===== src/design/mvus_pkg.sv =====
`timescale 1ns / 1ps

package mvus_pkg;

  localparam int LANE_COUNT  = 40;
  localparam int DOT_ENGINES = 40;
  localparam int TILE_COUNT  = 7;

  // field widths of the macro-op and the micro-op
  localparam int OPC_W   = 2;
  localparam int MSIZE_W = 16;
  localparam int VSIZE_W = 10;
  localparam int MBASE_W = 16;
  localparam int TAG_W   = 8;
  localparam int ACC_W   = 16;
  localparam int VADDR_W = 11;
  localparam int BANK_W  = 2;
  localparam int MADDR_W = 17;
  localparam int FIRST_W = 25;

  localparam int PIPE_DEPTH   = (3 * LANE_COUNT) / 10;
  localparam int CHUNK_STRIDE = 3 * (LANE_COUNT / 10);
  localparam int ROW_LIMIT    = 2 * PIPE_DEPTH - 1;
  localparam int DOT_TILE     = DOT_ENGINES * TILE_COUNT;
  localparam int RUN_CAP      = 64;
  localparam int VMAX         = (1 << VSIZE_W) - 1;
  localparam int MMAX         = (1 << MSIZE_W) - 1;

  localparam int CNT_W    = $clog2(RUN_CAP);
  localparam int SLOT_W   = $clog2(2 * PIPE_DEPTH);
  localparam int SOFF_W   = $clog2((2 * PIPE_DEPTH - 2) * VMAX + 1);
  localparam int STRIDE_W = $clog2(CHUNK_STRIDE * VMAX + 1);
  localparam int FULL_W   =
    $clog2(MMAX + RUN_CAP * CHUNK_STRIDE + (2 * PIPE_DEPTH - 2) * VMAX + VMAX + MMAX + 2);
  localparam int DIV_STEPS = MSIZE_W;
  localparam int DCNT_W    = $clog2(DIV_STEPS);

  localparam logic [OPC_W-1:0] OPC_PASS = 2'd0;
  localparam logic [OPC_W-1:0] OPC_ALT  = 2'd3;

  typedef struct packed {
    logic load;
    logic div_step;
    logic step;
    logic pass;
  } mvus_cmd_t;

  typedef struct packed {
    logic pass_op;
    logic out_free;
    logic run_end;
  } mvus_stat_t;

endpackage


===== src/design/mvus_in_if.sv =====
`timescale 1ns / 1ps

interface mvus_in_if;
  logic                          valid;
  logic                          ready;
  logic [mvus_pkg::OPC_W-1:0]    opcode;
  logic [mvus_pkg::MSIZE_W-1:0]  matrix_size;
  logic [mvus_pkg::VSIZE_W-1:0]  vector_size;
  logic [mvus_pkg::VSIZE_W-1:0]  vec_base_a;
  logic [mvus_pkg::VSIZE_W-1:0]  vec_base_b;
  logic [mvus_pkg::VSIZE_W-1:0]  vec_base_c;
  logic [mvus_pkg::MBASE_W-1:0]  matrix_base;
  logic [mvus_pkg::TAG_W-1:0]    op_tag;

  modport source (output valid, opcode, matrix_size, vector_size, vec_base_a, vec_base_b,
                  vec_base_c, matrix_base, op_tag, input ready);
  modport sink (input valid, opcode, matrix_size, vector_size, vec_base_a, vec_base_b,
                vec_base_c, matrix_base, op_tag, output ready);
endinterface


===== src/design/mvus_out_if.sv =====
`timescale 1ns / 1ps

interface mvus_out_if;
  logic                          valid;
  logic                          ready;
  logic [mvus_pkg::OPC_W-1:0]    uop_code;
  logic                          vec_enable;
  logic [mvus_pkg::ACC_W-1:0]    accum_count;
  logic [mvus_pkg::VADDR_W-1:0]  vec_address;
  logic [mvus_pkg::BANK_W-1:0]   vec_bank;
  logic                          reg_select;
  logic [mvus_pkg::MADDR_W-1:0]  matrix_address;
  logic                          accum_done;
  logic [mvus_pkg::TAG_W-1:0]    out_tag;
  logic [mvus_pkg::FIRST_W-1:0]  first_count;
  logic                          last_mark;

  modport source (output valid, uop_code, vec_enable, accum_count, vec_address, vec_bank,
                  reg_select, matrix_address, accum_done, out_tag, first_count, last_mark,
                  input ready);
  modport sink (input valid, uop_code, vec_enable, accum_count, vec_address, vec_bank,
                reg_select, matrix_address, accum_done, out_tag, first_count, last_mark,
                output ready);
endinterface


===== src/design/mvus_ctrl.sv =====
`timescale 1ns / 1ps

module mvus_ctrl (
  input  logic                 clk,
  input  logic                 rst,
  mvus_in_if.sink              macro_op,
  input  mvus_pkg::mvus_stat_t stat,
  output mvus_pkg::mvus_cmd_t  cmd
);
  import mvus_pkg::*;

  typedef enum logic [1:0] {
    IDLE,
    DIVIDE,
    RUN,
    PASS
  } state_t;

  state_t            state;
  logic [DCNT_W-1:0] div_cnt;

  assign macro_op.ready = (state == IDLE);

  always_comb begin
    cmd          = '0;
    cmd.load     = macro_op.valid && macro_op.ready;
    cmd.div_step = (state == DIVIDE);
    cmd.step     = (state == RUN) && stat.out_free;
    cmd.pass     = (state == PASS) && stat.out_free;
  end

  always_ff @(posedge clk) begin
    if (rst) begin
      state   <= IDLE;
      div_cnt <= '0;
    end else begin
      case (state)
        IDLE: begin
          div_cnt <= '0;
          if (cmd.load) begin
            state <= stat.pass_op ? PASS : DIVIDE;
          end
        end
        DIVIDE: begin
          div_cnt <= div_cnt + 1'b1;
          if (div_cnt == DCNT_W'(DIV_STEPS - 1)) begin
            state <= RUN;
          end
        end
        RUN: begin
          if (cmd.step && stat.run_end) begin
            state <= IDLE;
          end
        end
        PASS: begin
          if (cmd.pass) begin
            state <= IDLE;
          end
        end
        default: begin
          state <= IDLE;
        end
      endcase
    end
  end

endmodule


===== src/design/mvus_dp.sv =====
`timescale 1ns / 1ps

module mvus_dp (
  input  logic                 clk,
  input  logic                 rst,
  mvus_in_if.sink              macro_op,
  mvus_out_if.source           uop,
  input  mvus_pkg::mvus_cmd_t  cmd,
  output mvus_pkg::mvus_stat_t stat
);
  import mvus_pkg::*;

  // held macro-op
  logic [OPC_W-1:0]   opcode;
  logic [MSIZE_W-1:0] msize;
  logic [VSIZE_W-1:0] vsize;
  logic [VSIZE_W-1:0] base_a;
  logic [VSIZE_W-1:0] base_b;
  logic [VSIZE_W-1:0] base_c;
  logic [MBASE_W-1:0] mbase;
  logic [TAG_W-1:0]   tag;
  logic [STRIDE_W-1:0] stride;

  // divider, rows_left doubles as the quotient
  logic [VSIZE_W-1:0] rem;
  logic [MSIZE_W-1:0] rows_left;

  // walk counters
  logic [SLOT_W-1:0]  slot;
  logic [1:0]         slot_mod3;
  logic [BANK_W-1:0]  slot_div3;
  logic [VSIZE_W-1:0] word;
  logic [SOFF_W-1:0]  slot_off;
  logic [FULL_W-1:0]  chunk_off;
  logic [CNT_W-1:0]   count;
  logic               toggle;

  logic [VSIZE_W:0]   trial;
  logic               ge;
  logic [VSIZE_W-1:0] in_v;
  logic [FULL_W-1:0]  addr;
  logic [FULL_W-1:0]  addr_inc;
  logic [FULL_W-1:0]  endp;
  logic               cont;
  logic [ACC_W-1:0]   acc;
  logic               slot_more;
  logic               enable;
  logic [VSIZE_W-1:0] vbase;
  logic [FIRST_W-1:0] first_val;
  logic [FIRST_W-1:0] alt_prod;

  assign in_v  = (macro_op.vector_size == '0) ? VSIZE_W'(1) : macro_op.vector_size;
  assign trial = {rem, rows_left[MSIZE_W-1]};
  assign ge    = trial >= {1'b0, vsize};

  assign addr     = FULL_W'(mbase) + chunk_off + FULL_W'(slot_off) + FULL_W'(word);
  assign addr_inc = addr + FULL_W'(1);
  assign endp     = FULL_W'(mbase) + FULL_W'(msize);
  assign cont     = addr_inc < endp;
  assign acc      = (rows_left > ACC_W'(ROW_LIMIT)) ? ACC_W'(PIPE_DEPTH) : rows_left;
  assign slot_more = (ACC_W'(slot) + ACC_W'(1)) < acc;
  assign enable   = slot < SLOT_W'(PIPE_DEPTH);

  always_comb begin
    case (slot_mod3)
      2'd0:    vbase = base_a;
      2'd1:    vbase = base_b;
      default: vbase = base_c;
    endcase
  end

  assign alt_prod = FIRST_W'(32'(msize) * 32'(DOT_TILE));

  always_comb begin
    first_val = '0;
    if (count == '0) begin
      if (opcode == OPC_ALT) begin
        first_val = alt_prod;
      end else begin
        first_val = FIRST_W'({rows_left, 1'b0}) + FIRST_W'(rows_left);
      end
    end
  end

  assign stat.pass_op  = (macro_op.opcode == OPC_PASS);
  assign stat.out_free = !uop.valid || uop.ready;
  assign stat.run_end  = !cont || (count == CNT_W'(RUN_CAP - 1));

  always_ff @(posedge clk) begin
    if (cmd.load) begin
      opcode <= macro_op.opcode;
      msize  <= macro_op.matrix_size;
      vsize  <= in_v;
      base_a <= macro_op.vec_base_a;
      base_b <= macro_op.vec_base_b;
      base_c <= macro_op.vec_base_c;
      mbase  <= macro_op.matrix_base;
      tag    <= macro_op.op_tag;
      // stride times v, constant multiply
      stride <= STRIDE_W'(32'(in_v) * 32'(CHUNK_STRIDE));
    end
  end

  // restoring divide of matrix_size by the vector size, one bit a cycle
  always_ff @(posedge clk) begin
    if (cmd.load) begin
      rem       <= '0;
      rows_left <= macro_op.matrix_size;
    end else if (cmd.div_step) begin
      rem       <= ge ? VSIZE_W'(trial - {1'b0, vsize}) : trial[VSIZE_W-1:0];
      rows_left <= {rows_left[MSIZE_W-2:0], ge};
    end else if (cmd.step && cont && !slot_more && (word + 1'b1 == vsize)
                 && (rows_left > MSIZE_W'(ROW_LIMIT))) begin
      rows_left <= rows_left - MSIZE_W'(PIPE_DEPTH);
    end
  end

  always_ff @(posedge clk) begin
    if (cmd.load) begin
      slot      <= '0;
      slot_mod3 <= '0;
      slot_div3 <= '0;
      word      <= '0;
      slot_off  <= '0;
      chunk_off <= '0;
      count     <= '0;
    end else if (cmd.step) begin
      count <= count + 1'b1;
      if (cont) begin
        if (slot_more) begin
          slot     <= slot + 1'b1;
          slot_off <= slot_off + SOFF_W'(vsize);
          if (slot_mod3 == 2'd2) begin
            slot_mod3 <= '0;
            slot_div3 <= slot_div3 + 1'b1;
          end else begin
            slot_mod3 <= slot_mod3 + 1'b1;
          end
        end else begin
          slot      <= '0;
          slot_mod3 <= '0;
          slot_div3 <= '0;
          slot_off  <= '0;
          if (word + 1'b1 != vsize) begin
            word <= word + 1'b1;
          end else begin
            word      <= '0;
            chunk_off <= chunk_off + FULL_W'(stride);
          end
        end
      end
    end
  end

  always_ff @(posedge clk) begin
    if (rst) begin
      toggle    <= 1'b0;
      uop.valid <= 1'b0;
    end else begin
      if (cmd.step && !(cont && slot_more)) begin
        toggle <= !toggle;
      end
      if (cmd.step || cmd.pass) begin
        uop.valid <= 1'b1;
      end else if (uop.ready) begin
        uop.valid <= 1'b0;
      end
    end
  end

  always_ff @(posedge clk) begin
    if (cmd.pass) begin
      uop.uop_code       <= OPC_PASS;
      uop.vec_enable     <= 1'b0;
      uop.accum_count    <= '0;
      uop.vec_address    <= '0;
      uop.vec_bank       <= '0;
      uop.reg_select     <= 1'b0;
      uop.matrix_address <= '0;
      uop.accum_done     <= 1'b0;
      uop.out_tag        <= '0;
      uop.first_count    <= '0;
      uop.last_mark      <= 1'b0;
    end else if (cmd.step) begin
      uop.uop_code       <= opcode;
      uop.vec_enable     <= enable;
      uop.accum_count    <= acc;
      uop.vec_address    <= enable ? (VADDR_W'(vbase) + VADDR_W'(word)) : '0;
      uop.vec_bank       <= enable ? slot_div3 : '0;
      uop.reg_select     <= toggle;
      uop.matrix_address <= addr[MADDR_W-1:0];
      uop.accum_done     <= (word + 1'b1 == vsize);
      uop.out_tag        <= tag;
      uop.first_count    <= first_val;
      uop.last_mark      <= (addr_inc == endp);
    end
  end

endmodule


===== src/design/matrix_vector_uop_sequencer_core.sv =====
`timescale 1ns / 1ps

// Expands each matrix-vector macro-op into a run of micro-ops, one item per cycle
// while the output side takes them. An opcode of zero yields a single all-zero
// micro-op, issued from the PASS state once the output register is free. Any other
// opcode first runs a bit-serial divider (matrix_size over vector_size) and then
// emits one micro-op per cycle while the output side takes them, until the matrix
// address reaches matrix_base + matrix_size - 1, at most 64 micro-ops. A new
// macro-op is accepted once the last micro-op of the run sits in the output
// register.
module matrix_vector_uop_sequencer_core (
  input logic        clk,
  input logic        rst,
  mvus_in_if.sink    macro_op,
  mvus_out_if.source uop
);
  import mvus_pkg::*;

  mvus_cmd_t  cmd;
  mvus_stat_t stat;

  mvus_ctrl u_ctrl (
    .clk      (clk),
    .rst      (rst),
    .macro_op (macro_op),
    .stat     (stat),
    .cmd      (cmd)
  );

  mvus_dp u_dp (
    .clk      (clk),
    .rst      (rst),
    .macro_op (macro_op),
    .uop      (uop),
    .cmd      (cmd),
    .stat     (stat)
  );

  // never overwrite a micro-op still waiting at the output
  a_no_overwrite: assert property (@(posedge clk) disable iff (rst)
    (cmd.step || cmd.pass) |-> (!uop.valid || uop.ready))
    else $error("micro-op issued over a pending output item");

  a_one_cmd: assert property (@(posedge clk) disable iff (rst)
    $onehot0({cmd.load, cmd.div_step, cmd.step, cmd.pass}))
    else $error("more than one datapath command at once");

  // after taking a macro-op the block is busy in the next cycle
  a_busy_after_load: assert property (@(posedge clk) disable iff (rst)
    (macro_op.valid && macro_op.ready) |=> !macro_op.ready)
    else $error("macro-op accepted while previous one still in flight");

endmodule


===== src/flat_wrapper.sv =====
// flat-port wrapper written by rule: the top's interface ports become plain ports
module matrix_vector_uop_sequencer_core_flat import mvus_pkg::*;
  (clk, rst, macro_op_valid, macro_op_opcode, macro_op_matrix_size, macro_op_vector_size, macro_op_vec_base_a, macro_op_vec_base_b, macro_op_vec_base_c, macro_op_matrix_base, macro_op_op_tag, macro_op_ready, uop_valid, uop_uop_code, uop_vec_enable, uop_accum_count, uop_vec_address, uop_vec_bank, uop_reg_select, uop_matrix_address, uop_accum_done, uop_out_tag, uop_first_count, uop_last_mark, uop_ready);
  mvus_in_if macro_op_i ();
  mvus_out_if uop_i ();
  input logic clk;
  input logic rst;
  input wire logic [$bits(macro_op_i.valid)-1:0] macro_op_valid;
  input wire logic [$bits(macro_op_i.opcode)-1:0] macro_op_opcode;
  input wire logic [$bits(macro_op_i.matrix_size)-1:0] macro_op_matrix_size;
  input wire logic [$bits(macro_op_i.vector_size)-1:0] macro_op_vector_size;
  input wire logic [$bits(macro_op_i.vec_base_a)-1:0] macro_op_vec_base_a;
  input wire logic [$bits(macro_op_i.vec_base_b)-1:0] macro_op_vec_base_b;
  input wire logic [$bits(macro_op_i.vec_base_c)-1:0] macro_op_vec_base_c;
  input wire logic [$bits(macro_op_i.matrix_base)-1:0] macro_op_matrix_base;
  input wire logic [$bits(macro_op_i.op_tag)-1:0] macro_op_op_tag;
  output wire logic [$bits(macro_op_i.ready)-1:0] macro_op_ready;
  output wire logic [$bits(uop_i.valid)-1:0] uop_valid;
  output wire logic [$bits(uop_i.uop_code)-1:0] uop_uop_code;
  output wire logic [$bits(uop_i.vec_enable)-1:0] uop_vec_enable;
  output wire logic [$bits(uop_i.accum_count)-1:0] uop_accum_count;
  output wire logic [$bits(uop_i.vec_address)-1:0] uop_vec_address;
  output wire logic [$bits(uop_i.vec_bank)-1:0] uop_vec_bank;
  output wire logic [$bits(uop_i.reg_select)-1:0] uop_reg_select;
  output wire logic [$bits(uop_i.matrix_address)-1:0] uop_matrix_address;
  output wire logic [$bits(uop_i.accum_done)-1:0] uop_accum_done;
  output wire logic [$bits(uop_i.out_tag)-1:0] uop_out_tag;
  output wire logic [$bits(uop_i.first_count)-1:0] uop_first_count;
  output wire logic [$bits(uop_i.last_mark)-1:0] uop_last_mark;
  input wire logic [$bits(uop_i.ready)-1:0] uop_ready;
  assign macro_op_i.valid = macro_op_valid;
  assign macro_op_i.opcode = macro_op_opcode;
  assign macro_op_i.matrix_size = macro_op_matrix_size;
  assign macro_op_i.vector_size = macro_op_vector_size;
  assign macro_op_i.vec_base_a = macro_op_vec_base_a;
  assign macro_op_i.vec_base_b = macro_op_vec_base_b;
  assign macro_op_i.vec_base_c = macro_op_vec_base_c;
  assign macro_op_i.matrix_base = macro_op_matrix_base;
  assign macro_op_i.op_tag = macro_op_op_tag;
  assign macro_op_ready = macro_op_i.ready;
  assign uop_valid = uop_i.valid;
  assign uop_uop_code = uop_i.uop_code;
  assign uop_vec_enable = uop_i.vec_enable;
  assign uop_accum_count = uop_i.accum_count;
  assign uop_vec_address = uop_i.vec_address;
  assign uop_vec_bank = uop_i.vec_bank;
  assign uop_reg_select = uop_i.reg_select;
  assign uop_matrix_address = uop_i.matrix_address;
  assign uop_accum_done = uop_i.accum_done;
  assign uop_out_tag = uop_i.out_tag;
  assign uop_first_count = uop_i.first_count;
  assign uop_last_mark = uop_i.last_mark;
  assign uop_i.ready = uop_ready;
  matrix_vector_uop_sequencer_core u_core (.clk(clk), .rst(rst), .macro_op(macro_op_i), .uop(uop_i));
endmodule

===== config.mk =====
export PLATFORM = sky130hd
export DESIGN_NAME = matrix_vector_uop_sequencer_core_flat
export DESIGN_NICKNAME = d
export VERILOG_FILES = /design/src/design/mvus_pkg.sv /design/src/design/mvus_in_if.sv /design/src/design/mvus_out_if.sv /design/src/design/mvus_ctrl.sv /design/src/design/mvus_dp.sv /design/src/design/matrix_vector_uop_sequencer_core.sv /design/src/flat_wrapper.sv
export SDC_FILE = /design/constraint.sdc
export NUM_CORES = 1
export LEC_CHECK = 0
export BUFFER_PORTS_ARGS = -buffer_cell sky130_fd_sc_hd__buf_2
export CORE_ASPECT_RATIO = 0.6
export CORE_MARGIN = 2
export CORE_UTILIZATION = 55
export DETAILED_ROUTE_END_ITERATION = 10
export GPL_ROUTABILITY_DRIVEN = 0
export PLACE_DENSITY_LB_ADDON = 0.2
export SLEW_MARGIN = 20
export SYNTH_ARGS = -nofsm -noshare
export SYNTH_HDL_FRONTEND = slang
export SYNTH_SLANG_ARGS = --single-unit

===== constraint.sdc =====
create_clock -name clk -period 8.6 [get_ports clk]
set_clock_uncertainty 0.15 [all_clocks]
set_input_delay 0.43 -clock clk [delete_from_list [all_inputs] [get_ports clk]]
set_output_delay 0.43 -clock clk [all_outputs]
set_load 0.02 [all_outputs]

=== Word-level counts from Yosys, hierarchy flattened ===
Cells that the tools add are included.
Widths: inputs -> output; s select.

* Bits in registers: 271
* Logic and storage cells: 134

* Equality and inequality tests: 16
* Reductions and logical operators: 31
* Multiplexer cells: 27
* Multiply operators: 2
* Bitwise logic cells: 2
* Order comparisons: 5
* Add/subtract/negate cells: 18

{| class="wikitable"
|+ Operator list
! cell !! number
|-
| $mux 16 || 4
|-
| $mux 25 || 2
|-
| $mux 10 || 3
|-
| $mul 16x6->22 const B || 1
|-
| $mux 2 || 10
|-
| $pmux 10 s2 || 1
|-
| $add 16x18->18 || 1
|-
| $add 17x16->18 || 1
|-
| $add 18x1->18 const B || 1
|-
| $add 18x10->18 || 1
|-
| $add 18x14->18 || 1
|-
| $add 18x15->18 || 1
|-
| $eq 18x17->1 || 1
|-
| $lt 18x17->1 || 1
|-
| $add 16x16->17 || 1
|-
| $gt 16x5->1 const B || 1
|-
| $lt 6x16->1 || 1
|-
| $sub 16x4->16 const B || 1
|-
| $add 15x10->15 || 1
|-
| $mux 15 || 1
|-
| $mul 10x2->12 const B || 1
|-
| $add 10x10->11 || 1
|-
| $ge 11x10->1 || 1
|-
| $mux 11 || 1
|-
| 32 further kinds || 62
|}

=== Longest topological paths before layout ===
Gate-level depths: netlist of run 1.

* Word-level depth: 12
* Gate-level depth with buffers: 26

=== Least setup slack after synthesis of run 1 ===
No wires, ideal clock.

* Path type: reg-to-reg
* From: register u_core.u_dp.mbase[2]
* To: register u_core.u_dp.rows_left[10], enable pin
* Slack: 1.537 ns
* Setup time: 0.404 ns
* Period minus slack after synthesis: 7.063 ns
* Path buffers: 0
* Arrival: 6.509 ns
* Cell stages (with the launch flop): 22
* Required time: 8.046 ns
* Cells stage by stage: edfxtp_1 > fa_1 > fa_1 > ha_1 > inv_1 > fa_1 > nand2b_1 > a21o_1 > a31oi_2 > o22ai_1 > xnor2_1 > nand3_2 > xnor2_1 > ha_1 > a21o_1 > a21o_1 > a21o_1 > a21oi_1 > o2111ai_1 > nor3_1 > nand3_1 > o21ai_0

* Word-level cells in the longest chain between the ends: 10
* Elaborated cells between the ends (all ways): 11
* Classes of those cells: 5 x add/sub; 1 x order compare; 5 x reduce/logical

{| class="wikitable"
|+ Ends and longest elaborated chain
! item !! RTL line !! RTL
|-
| from (decl) || mvus_dp.sv:20 || <nowiki>logic [MBASE_W-1:0] mbase;</nowiki>
|-
| from (signal assigned) || mvus_dp.sv:97 || <nowiki>mbase <= macro_op.matrix_base;</nowiki>
|-
| $add 16x18->18 || mvus_dp.sv:56 || <nowiki>assign addr = FULL_W'(mbase) + chunk_off + FULL_W'(slot_off) + FULL_W'(word);</nowiki>
|-
| $add 18x15->18 || mvus_dp.sv:56 ||
|-
| $add 18x10->18 || mvus_dp.sv:56 ||
|-
| $add 18x1->18 || mvus_dp.sv:57 || <nowiki>assign addr_inc = addr + FULL_W'(1);</nowiki>
|-
| $lt 18x17->1 (*) || mvus_dp.sv:59 || <nowiki>assign cont = addr_inc < endp;</nowiki>
|-
| $logic_and 1x1->1 (*) (3 in a row) || mvus_dp.sv:112 || <nowiki>end else if (cmd.step && cont && !slot_more && (word + 1'b1 == vsize)</nowiki>
|-
| $logic_and 1x1->1 (*) || mvus_dp.sv:113 || <nowiki>&& (rows_left > MSIZE_W'(ROW_LIMIT))) begin</nowiki>
|-
| $reduce_bool 3->1 (no source line) (*) || - ||
|-
| to (signal assigned) || mvus_dp.sv:108 || <nowiki>rows_left <= macro_op.matrix_size;</nowiki>
|-
| to (signal assigned) || mvus_dp.sv:111 || <nowiki>rows_left <= {rows_left[MSIZE_W-2:0], ge};</nowiki>
|-
| to (signal assigned) || mvus_dp.sv:114 || <nowiki>rows_left <= rows_left - MSIZE_W'(PIPE_DEPTH);</nowiki>
|-
| to (decl) || mvus_dp.sv:26 || <nowiki>logic [MSIZE_W-1:0] rows_left;</nowiki>
|}

Mark *: on every way between the ends. The rest lies on a longest branch, timed or not.
A chain may end at the register's enable or synchronous reset.

=== Final worst setup path of run 1 ===
* From: register u_core.u_dp.word[2]
* To: register u_core.u_dp.slot_off[7]

* Word-level cells in the longest chain between the ends: 4

{| class="wikitable"
|+ Ends and longest elaborated chain
! item !! RTL line !! RTL
|-
| from (decl) || mvus_dp.sv:32 || <nowiki>logic [VSIZE_W-1:0] word;</nowiki>
|-
| from (signal assigned) || mvus_dp.sv:145 || <nowiki>word <= word + 1'b1;</nowiki>
|-
| $add 18x10->18 || mvus_dp.sv:56 ||
|-
| $add 18x1->18 || mvus_dp.sv:57 ||
|-
| $lt 18x17->1 || mvus_dp.sv:59 ||
|-
| $reduce_and 2->1 (no source line) || - ||
|-
| to (signal assigned) || mvus_dp.sv:132 || <nowiki>slot_off <= slot_off + SOFF_W'(vsize);</nowiki>
|-
| to (decl) || mvus_dp.sv:33 || <nowiki>logic [SOFF_W-1:0] slot_off;</nowiki>
|}

Every way passes these cells.

==> results.py, run 1 <==
metrics = {
    "synth": {
        "synth_compound_area_share_pct": 16.9,
        "ys_types": 82,
        "synth_mux_area_share_pct": 2.33,
        "syn-cell-area_sq_mm": 0.0178,
        "synthSimpleGateAreaFrac_pct": 12.9,
        "synth_nets": 2224,
        "ys.flop_type": "dfxtp_1",
        "seq_area_frac_synth_pct": 36.3,
        "synth_fa_ha_area_share_pct": 19.3,
        "ys_ff_latch": 268,
        "synth-async-reset-ratio_pct": 0,
        "synth_top_family_by_area": "adder cells",
        "synth_xor_area_share_pct": 6.59,
        "yosys_warnings": 0,
        "avgSynthCellArea_sq_um": 9.42,
        "netlist_instances": 1889,
        "synth-edff-count": 109,
    },
    "cells_and_area": {
        "area_growth_pct": 15.9,
        "n_fill_cell": 2611,
        "num-nets-final": 2447,
        "layout_commonest_cell": "ha_1",
        "drive_gt1_share_pct": 12.5,
        "mostFrequentLayoutCells": "206 x ha_1, 198 x inv_1, 175 x nand2_1",
        "regArea_sq_mm": 0.00646,
        "multi_input_area_sq_mm": 0.0103,
        "stdcell_area_sq_mm": 0.0206,
    },
    "timing": {
        "hold_violations": 0,
        "setup_ws_ns": 1.76,
        "worstMarginPinSlew_ns": 1.20,
        "relSlewSlack_pct": 19.5,
        "finalCritPeriodShare_pct": 79.5,
        "min_period_ns": 6.84,
        "finalSetupTns_ns": 0,
        "setup_violations": 0,
        "drv_slew": 0,
        "rsz0062_at_grt": "no",
        "max_freq_mhz": 146,
        "holdWs_ns": 0.0272,
    },
    "cts": {
        "cts_tree": "yes",
        "path_clk_slew_ns": 0.07,
        "postCtsSetupRepairBufs": 0,
        "cts_max_level": 1,
        "clockBufferDepth": 3,
        "cts_buffers": 26,
        "cts_sinks": 268,
        "root_buffer": "clkbuf_16",
        "clock_latency_ns": 0.57,
    },
    "setup_path": {
        "cpLargestDelayFamily": "adder cells",
        "critPathRequiredTime_ns": 8.92,
        "crit_chain": "fa_1, fa_1, ha_1, inv_1, fa_1, nand2b_1, a21o_1, a31oi_2, o22ai_1, xnor2_1, nand3_1, nor3_1, xnor2_1, ha_1, nand2_1, nor4_1, o31ai_1, o2111ai_1, buf_4, inv_1, nand3_1, mux2i_1",
        "critPathCaptureType": "register",
        "crit_buf_inv": 3,
        "cp_common_cell": "fa_1",
        "worstSetupPathType": "reg -> reg",
        "cp.arrival_ns": 7.17,
        "critPathMaxFanout": 19,
        "slowest_stage": "nand3_1",
        "slowest_delay_ns": 0.62,
        "startpoint_type": "register",
    },
    "global_route": {
        "grt_pass1_vias": 14209,
        "antenna_found_initial": 2,
        "grt_usage_pct": 29.7,
        "grt_pass1_wl_um": 78400,
        "grt_max_degree": 79,
        "grt_overflow_total": 0,
    },
    "floorplanning": {
        "dieArea_sq_mm": 0.0339,
        "start_util_pct": 56.5,
        "die_w_um": 236,
        "die_h_um": 143,
        "core-area_sq_mm": 0.0315,
        "io_pins": 173,
        "row_count": 50,
    },
    "run": {
        "cap_violations": 0,
    },
    "placed_design": {
        "placement.io_buffers": 172,
        "pre_cts_ws_ns": 1.97,
        "place_area_sq_mm": 0.0191,
        "dpl.hpwl_um": 38500,
    },
    "route": {
        "post_drt_wl_per_cell_um": 20.0,
        "ant_nets": 0,
        "top_layer": "met4",
        "drc_errors": 2,
        "met2RoutedLength_um": 20600,
        "dr.pass1.iters": 9,
        "vias": 15239,
        "wirelength_um": 50900,
        "dr_wl_met3_um": 5990,
        "viasPerCell": 5.98,
        "wl_met1_um": 23100,
        "drt_iter0_markers": 1664,
    },
    "status": {
        "status": "finished, violations left",
        "violations": "design-rule violations",
    },
    "power_and_ir_drop": {
        "powerDensity_mw_per_mm2": 222,
        "leakage_nw": 9.35,
        "max-vdd-ir-drop_mv": 0.162,
    },
    "min_path": {
        "hold_class": "in -> reg",
    },
}
cells in the mapped netlist, drive strengths merged, types with 14 or more instances:
cell	n	area, sq um
nor2	100	375
o21ai	124	621
xor2	47	412
fa	43	861
a21boi	14	105
xnor2	78	717
a22oi	17	128
and3	14	87.6
dfxtp	159	3180
nor2b	18	113
a22o	34	298
nand4	39	250
edfxtp	109	3270
clkbuf	48	180
a21o	32	240
mux2i	38	380
a21oi	108	541
nor3	30	160
inv	199	747
nand2	176	661
nand3	46	235
buf	17	82.6
ha	206	2580
report_power, final:
| part | switching [mW] | internal [mW] |
|---|---|---|
| clock network | 0.518 | 0.666 |
| registers | 0.162 | 1.54 |
| logic | 1.02 | 0.676 |
| total | 1.70 | 2.88 |
per-stage QoR:
step                power (mW)  util, %  instances
floorplan                 2.85        -       1889
global placement          3.30     60.5       2430
detailed placement        3.36     60.5       2430
CTS                       4.57     65.4       2548
global route              4.84     65.4       2548
finish                    4.58     65.5       2549
sequential cells by signal, summed over array words and instances, names as in the netlist, 11 cells and up:
name                            count
u_core.u_dp.chunk_off              16
u_core.u_dp.mbase                  16
u_core.u_dp.msize                  16
u_core.u_dp.rows_left              16
u_core.u_dp.slot_off               15
u_core.u_dp.stride                 11
u_core.u_dp.uop.accum_count        16
u_core.u_dp.uop.first_count        25
u_core.u_dp.uop.matrix_address     17
u_core.u_dp.uop.vec_address        11
logic make-up (layout without fill, tap and decap cells):
kind of cell / after synthesis / count (layout)
AND/OR/NAND/NOR: 480 / 480
AO/OA/AOI/OAI: 459 / 459
flip-flops: 268 / 268
buffers and inverters: 265 / 508
adder cells (fa/ha/maj): 249 / 249
XOR/XNOR: 127 / 127
multiplexers: 41 / 41
other: 0 / 1
metal layers:
| layer | up-vias | global-route usage, % |
|---|---|---|
| met1 | 7301 | 43.4 |
| met5 | - | 0 |
| met2 | 687 | 42.9 |
| li1 | 7150 | - |
| met4 | 0 | 7.53 |
| met3 | 101 | 8.82 |
timing repair:
item | in CTS | in global routing
hold buffers | 70 | 0
endpoints found under the setup margin | 0 | 0
resized for setup | 0 | 0
endpoints found under the hold margin | 70 | 0
final cells by class:
type	instances	share of cell area, %
multi-input combinational	1356	50.1
clock buffer	34	3.40
clock inverter	14	0.770
inverter	200	3.65
tap	416	2.52
sequential	268	31.3
timing repair buffer	260	8.22
antenna	1	0.0121
final timing paths:
check / startpoint / to / slack (ns) / cells past startpoint
max: u_core.u_dp.word[2]$_SDFFE_PP0P_ / u_core.u_dp.slot_off[7]$_SDFFE_PP0P_ / 1.76 / 22
min: macro_op_matrix_size[8] / u_core.u_dp.msize[8]$_DFFE_PP_ / 0.03 / 1
max reg2reg: u_core.u_dp.word[2]$_SDFFE_PP0P_ / u_core.u_dp.slot_off[7]$_SDFFE_PP0P_ / 1.76 / 22
min reg2reg: u_core.u_dp.uop.vec_enable$_SDFFE_PP0P_ / u_core.u_dp.uop.vec_enable$_SDFFE_PP0P_ / 0.29 / 2
No activity file was read; power rests on OpenSTA's default activity.
==> run 2, diff against run 1 <==
==> constraint.sdc (replaced) <==
create_clock -name clk -period 6.35 [get_ports clk]
set_clock_uncertainty 0.15 [all_clocks]
set_input_delay 0.3175 -clock clk [delete_from_list [all_inputs] [get_ports clk]]
set_output_delay 0.3175 -clock clk [all_outputs]
set_load 0.02 [all_outputs]
==> run 2 against run 1 <==
  * The flow now finishes without violations
  * Design area grew 2.5%
  * Combinational power grew 40%
  * Via count grew 0.24%
  * Final cell count grew 1.7%
  * Sequential share of layout area shrank 0.76 points
  * Highest routed layer is now met5
  * Flip-flop and latch count is the same
  * Critical path type unchanged
  * Sequential power grew 36%
  * Critical path depth grew 3
==> results.py, run 2 (synthesis gave the netlist of run 1 again) <==
metrics = {
    "status": {
        "status": "complete, no violations",
    },
    "floorplanning": {
        "dieArea_sq_mm": 0.0339,
        "die_h_um": 143,
        "row_count": 50,
        "start_util_pct": 56.5,
        "io_pins": 173,
        "die_w_um": 236,
        "core-area_sq_mm": 0.0315,
    },
    "cts": {
        "cts_tree": "yes",
        "clock_latency_ns": 0.58,
        "cts_max_level": 1,
        "root_buffer": "clkbuf_16",
        "cts_buffers": 27,
        "cts_sinks": 268,
        "clockBufferDepth": 3,
        "path_clk_slew_ns": 0.07,
    },
    "setup_path": {
        "critPathRequiredTime_ns": 6.68,
        "slowest_delay_ns": 0.55,
        "startpoint_type": "register",
        "critPathMaxFanout": 11,
        "cp.arrival_ns": 6.49,
        "worstSetupPathType": "reg -> reg",
        "slowest_stage": "or4_1",
        "critPathCaptureType": "register",
    },
    "cells_and_area": {
        "area_growth_pct": 18.8,
        "fin_cells": 2593,
        "multi_input_area_sq_mm": 0.0104,
        "regArea_sq_mm": 0.00646,
        "regMostFlops": "u_core.u_dp.uop.first_count",
        "stdcell_area_sq_mm": 0.0212,
        "mostFrequentLayoutCells": "205 x ha_1, 198 x inv_1, 174 x nand2_1",
        "drive_gt1_share_pct": 14.8,
        "largest_register_ffs": 25,
        "top_regs": "u_core.u_dp.uop.first_count: 25 flops, u_core.u_dp.uop.matrix_address: 17 flops",
        "n_fill_cell": 2585,
        "num-nets-final": 2489,
        "layout_commonest_cell": "ha_1",
    },
    "timing": {
        "worstMarginPinSlew_ns": 1.18,
        "finalCritPeriodShare_pct": 97.1,
        "rsz0062_at_grt": "yes",
        "min_period_ns": 6.16,
        "relSlewSlack_pct": 21.4,
        "max_freq_mhz": 162,
        "hold_violations": 0,
        "setup_violations": 0,
        "drv_slew": 0,
    },
    "global_route": {
        "grt_usage_pct": 29.8,
        "grt_max_degree": 141,
        "grt_overflow_total": 0,
        "grt_pass1_vias": 14444,
        "gr-usage-met2_pct": 44.0,
        "grt_pass1_wl_um": 78700,
        "met1_usage_pct": 41.2,
        "use_met3_pct": 10.7,
        "grt_busiest_layer": "met2",
        "antenna_found_initial": 2,
    },
    "placed_design": {
        "place_area_sq_mm": 0.0193,
        "dp.cells": 2449,
        "placement.io_buffers": 172,
        "dpl.hpwl_um": 38400,
    },
    "route": {
        "drc_errors": 0,
        "post_drt_wl_per_cell_um": 20.0,
        "dr.pass1.iters": 5,
        "drt_iter0_markers": 1380,
        "viasPerCell": 5.89,
        "ant_nets": 0,
        "vias": 15276,
        "wirelength_um": 51800,
    },
    "power_and_ir_drop": {
        "max-vdd-ir-drop_mv": 0.254,
        "powerDensity_mw_per_mm2": 301,
        "leakage_nw": 9.60,
    },
    "run": {
        "cap_violations": 0,
    },
    "min_path": {
        "hold_class": "in -> reg",
    },
}
[run 2: cell types whose count changed in the layout (fill, tap and decap cells not counted), sizes merged]
cell         previous run  this run
buf                   190       221
diode                   1         2
bufinv                  3         4
inv                   199       201
clkinv                 10         9
dlygate4sd3            70        80
clkbuf                 34        30
clkinvlp                2         6
[run 2: worst paths after layout]
kind                                                      from                                            to  slack (ns)  cells past startpoint
setup reg to reg                u_core.u_dp.mbase[2]$_DFFE_PP_         u_core.u_dp.chunk_off[6]$_SDFFE_PP0P_        0.19                     25
setup / recovery                u_core.u_dp.mbase[2]$_DFFE_PP_         u_core.u_dp.chunk_off[6]$_SDFFE_PP0P_        0.19                     25
hold reg to reg   u_core.u_dp.uop.first_count[24]$_SDFFE_PP0P_  u_core.u_dp.uop.first_count[24]$_SDFFE_PP0P_        0.29                      2
hold / removal                         macro_op_vector_size[4]                u_core.u_dp.vsize[4]$_DFFE_PP_        0.03                      3
[run 2: area by class of cell]
class                      instances  share of cell area, %
multi-input combinational       1356                   49.4
clock buffer                      30                   3.29
antenna                            2                 0.0237
inverter                         200                   3.56
tap                              416                   2.46
timing repair buffer             301                   9.73
sequential                       268                   30.5
clock inverter                    20                   1.04
[run 2: stage by stage]
stage	power [mW]	hold slack, ns	setup slack (ns)	utilization [%]	TNS (ns)
2_1_floorplan	3.87	0.266	0.0983	-	0
3_3_place_gp	4.50	0.272	0.198	61.1	0
3_5_place_dp	4.57	0.284	-0.0617	61.1	-0.164
4_1_cts	6.31	0.00252	0.0108	66.6	0
5_1_grt	6.68	0.0304	-0.0635	67.1	-0.115
6_report	6.37	0.0295	0.185	67.1	0
[run 2: worst max-delay path, delay by kind of cell (launching register included)]
family,cells,cell delay [ns]
simple gates,8,1.51
xor+xnor,2,0.42
fa+ha+maj,5,1.96
mux,1,0.24
flops,1,0.43
compound gates,5,0.77
buf+inv,4,0.58
[run 2: report_power, final]
group	switching [mW]	total (mW)	internal, mW
registers	0.222	2.31	2.09
logic	1.41	2.36	0.952
clock network	0.737	1.70	0.959
total	2.37	6.37	4.00
[run 2: timing repair]
item | CTS | global route
endpoints found under the setup margin | 30 | 64
buffers inserted | 1 | 11
pin swaps | 1 | 7
endpoints found under the hold margin | 92 | 0
hold buffers | 80 | 0
resized for setup | 4 | 15
[run 2: per-layer routing]
metal | wire [um] | vias up
met5 | 151 | -
met4 | 1230 | 6
li1 | - | 7244
met3 | 5800 | 96
met1 | 23400 | 7254
met2 | 21200 | 676
==> run 3, diff against run 2 <==
--- a/config.mk
+++ b/config.mk
@@ -5,12 +5,12 @@
 export SDC_FILE = /design/constraint.sdc
 export NUM_CORES = 1
 export LEC_CHECK = 0
-export BUFFER_PORTS_ARGS = -buffer_cell sky130_fd_sc_hd__buf_2
 export CORE_ASPECT_RATIO = 0.6
 export CORE_MARGIN = 2
 export CORE_UTILIZATION = 55
 export DETAILED_ROUTE_END_ITERATION = 10
-export GPL_ROUTABILITY_DRIVEN = 0
+export DONT_BUFFER_PORTS = 1
+export GPL_ROUTABILITY_DRIVEN = 1
 export PLACE_DENSITY_LB_ADDON = 0.2
 export SLEW_MARGIN = 20
 export SYNTH_ARGS = -nofsm -noshare
==> run 3 against run 2 <==
  * Flip-flop and latch count is the same
  * Design area shrank 4.1%
  * Sequential power grew 10%
==> results.py, run 3 (synthesis gave the netlist of run 1 again) <==
metrics = {
    "status": {
        "status": "complete, no violations",
    },
    "run": {
        "cap_violations": 0,
    },
    "floorplanning": {
        "start_util_pct": 56.5,
        "io_pins": 173,
        "die_w_um": 236,
        "die_h_um": 143,
        "core-area_sq_mm": 0.0315,
        "dieArea_sq_mm": 0.0339,
        "row_count": 50,
    },
    "timing": {
        "worstMarginPinSlew_ns": 1.14,
        "finalCritPeriodShare_pct": 96.8,
        "setup_ws_ns": 0.204,
        "setup_violations": 0,
        "drv_slew": 0,
        "finalSetupTns_ns": 0,
        "relSlewSlack_pct": 23.5,
        "min_period_ns": 6.15,
        "hold_violations": 0,
        "max_freq_mhz": 163,
    },
    "power_and_ir_drop": {
        "power_frac_clock_pct": 25.8,
        "p_int_mw": 3.76,
        "power.switching_mw": 2.28,
        "leakage_nw": 8.84,
        "powerDensity_mw_per_mm2": 298,
        "p_comb_share_pct": 32.0,
        "max-vdd-ir-drop_mv": 0.229,
        "seqPwrFrac_pct": 42.1,
        "swShare_pct": 37.8,
    },
    "cells_and_area": {
        "fin_cells": 2430,
        "mostFrequentLayoutCells": "205 x ha_1, 198 x inv_1, 175 x nand2_1",
        "num-nets-final": 2325,
        "top_regs": "u_core.u_dp.uop.first_count: 25 flops, u_core.u_dp.uop.matrix_address: 17 flops",
        "area_growth_pct": 14.0,
        "regMostFlops": "u_core.u_dp.uop.first_count",
        "largest_register_ffs": 25,
        "drive_gt1_share_pct": 7.11,
        "n_fill_cell": 2588,
        "layout_commonest_cell": "ha_1",
    },
    "cts": {
        "cts_sinks": 268,
        "cts_tree": "yes",
        "cts_max_level": 1,
        "clockBufferDepth": 3,
        "cts_buffers": 27,
        "clock_latency_ns": 0.57,
        "root_buffer": "clkbuf_16",
        "path_clk_slew_ns": 0.06,
    },
    "setup_path": {
        "critPathMaxFanout": 11,
        "worstSetupPathType": "reg -> reg",
        "critPathCaptureType": "register",
        "r2r_slack_ns": 0.20,
        "startpoint_type": "register",
        "critPathRequiredTime_ns": 6.69,
        "cp.arrival_ns": 6.48,
    },
    "global_route": {
        "grt_usage_pct": 29.6,
        "antenna_found_initial": 5,
        "grt_overflow_total": 0,
        "grt_pass1_vias": 13549,
        "grt_max_degree": 78,
        "grt_pass1_wl_um": 77500,
    },
    "route": {
        "viasPerCell": 5.99,
        "drc_errors": 0,
        "vias": 14554,
        "drt_iter0_markers": 1261,
        "post_drt_wl_per_cell_um": 20.9,
        "dr.pass1.iters": 6,
        "wirelength_um": 50800,
        "ant_nets": 0,
    },
    "placed_design": {
        "gp_congestion": 0.955,
        "placement.io_buffers": 0,
        "pre_cts_ws_ns": 0.0522,
        "dpl.hpwl_um": 38400,
        "dp.cells": 2280,
    },
    "min_path": {
        "hold_class": "in -> reg",
    },
}
-- run 3: cell types whose count changed in the layout (fill, tap and decap cells not counted), sizes merged, moves of 2 or more --
cell,previous run,this run
buf,221,50
bufinv,4,0
clkbuf,30,39
clkinv,9,7
clkinvlp,6,3
dlygate4sd3,80,86
-- run 3: power by group through the flow --
stage | registers, mW | logic (mW) | clock network, mW
final | 2.54 | 1.94 | 1.56
after detailed placement | 2.57 | 1.82 | 0
after global placement | 2.57 | 1.77 | 0
after floorplan | 2.47 | 1.39 | 0
after global routing | 2.57 | 2.16 | 1.65
after CTS | 2.54 | 1.89 | 1.58
-- run 3: layout make-up --
class                           instances  area (sq um)  share of cell area [%]
Clock buffer                           39           772                    3.80
Clock inverter                         11          68.8                   0.339
Inverter                              200           753                    3.71
Multi-Input combinational cell       1357         10500                    51.5
Timing Repair Buffer                  136          1260                    6.23
Tap cell                              416           520                    2.56
Sequential cell                       268          6460                    31.8
Antenna cell                            3          7.51                  0.0370
-- run 3: path summary, 6_finish.rpt --
kind              cells past startpoint                            start                                endpoint
setup / recovery                     25   u_core.u_dp.mbase[1]$_DFFE_PP_  u_core.u_dp.chunk_off[14]$_SDFFE_PP0P_
hold reg to reg                       2  u_core.u_dp.rem[9]$_SDFFE_PP0P_         u_core.u_dp.rem[9]$_SDFFE_PP0P_
setup reg to reg                     25   u_core.u_dp.mbase[1]$_DFFE_PP_  u_core.u_dp.chunk_off[14]$_SDFFE_PP0P_
hold / removal                        3          macro_op_vector_size[1]         u_core.u_dp.stride[4]$_DFFE_PP_
-- run 3: timing repair --
item	4_1_cts	5_1_grt
setup buffers	0	10
gates resized for setup	0	17
hold buffers	86	0
hold endpoints to repair	109	0
endpoints found under the setup margin	0	66
-- run 3: metrics by stage --
step           power [mW]  util (%)  area [sq um]  hold slack (ns)
2_1_floorplan        3.87         -         17800            0.266
3_3_place_gp         4.34      58.4         18400            0.239
3_5_place_dp         4.39      58.4         18400            0.244
4_1_cts              6.00      63.8         20100           0.0312
5_1_grt              6.37      64.4         20300           0.0655
6_report             6.04      64.4         20300           0.0468
-- run 3: critical path, cell delays in order, from the launching register on --
cell and delay (ns):
edfxtp_1 0.44, fa_1 0.49, fa_1 0.51, ha_2 0.20, inv_1 0.05, fa_1 0.40, nand2b_1 0.18, a21o_1 0.21
a31oi_2 0.18, buf_4 0.17, o21ba_2 0.18, and2_2 0.22, nand3_2 0.10, xnor2_1 0.07, ha_1 0.32, a21o_1 0.16
a21o_1 0.16, a21o_1 0.17, a21oi_1 0.15, o2111ai_1 0.14, buf_6 0.19, nor3_1 0.16, nand4_1 0.17, mux2_4 0.40
a2111o_1 0.40, o21ai_0 0.08
-- run 3: per-layer routing --
layer / track usage, % / routed length (um) / vias up
met5: 2.02 / 128 / -
met4: 6.26 / 1020 / 8
met3: 10.1 / 5510 / 82
met2: 40.8 / 19900 / 630
met1: 44.2 / 24200 / 6907
li1: - / - / 6927
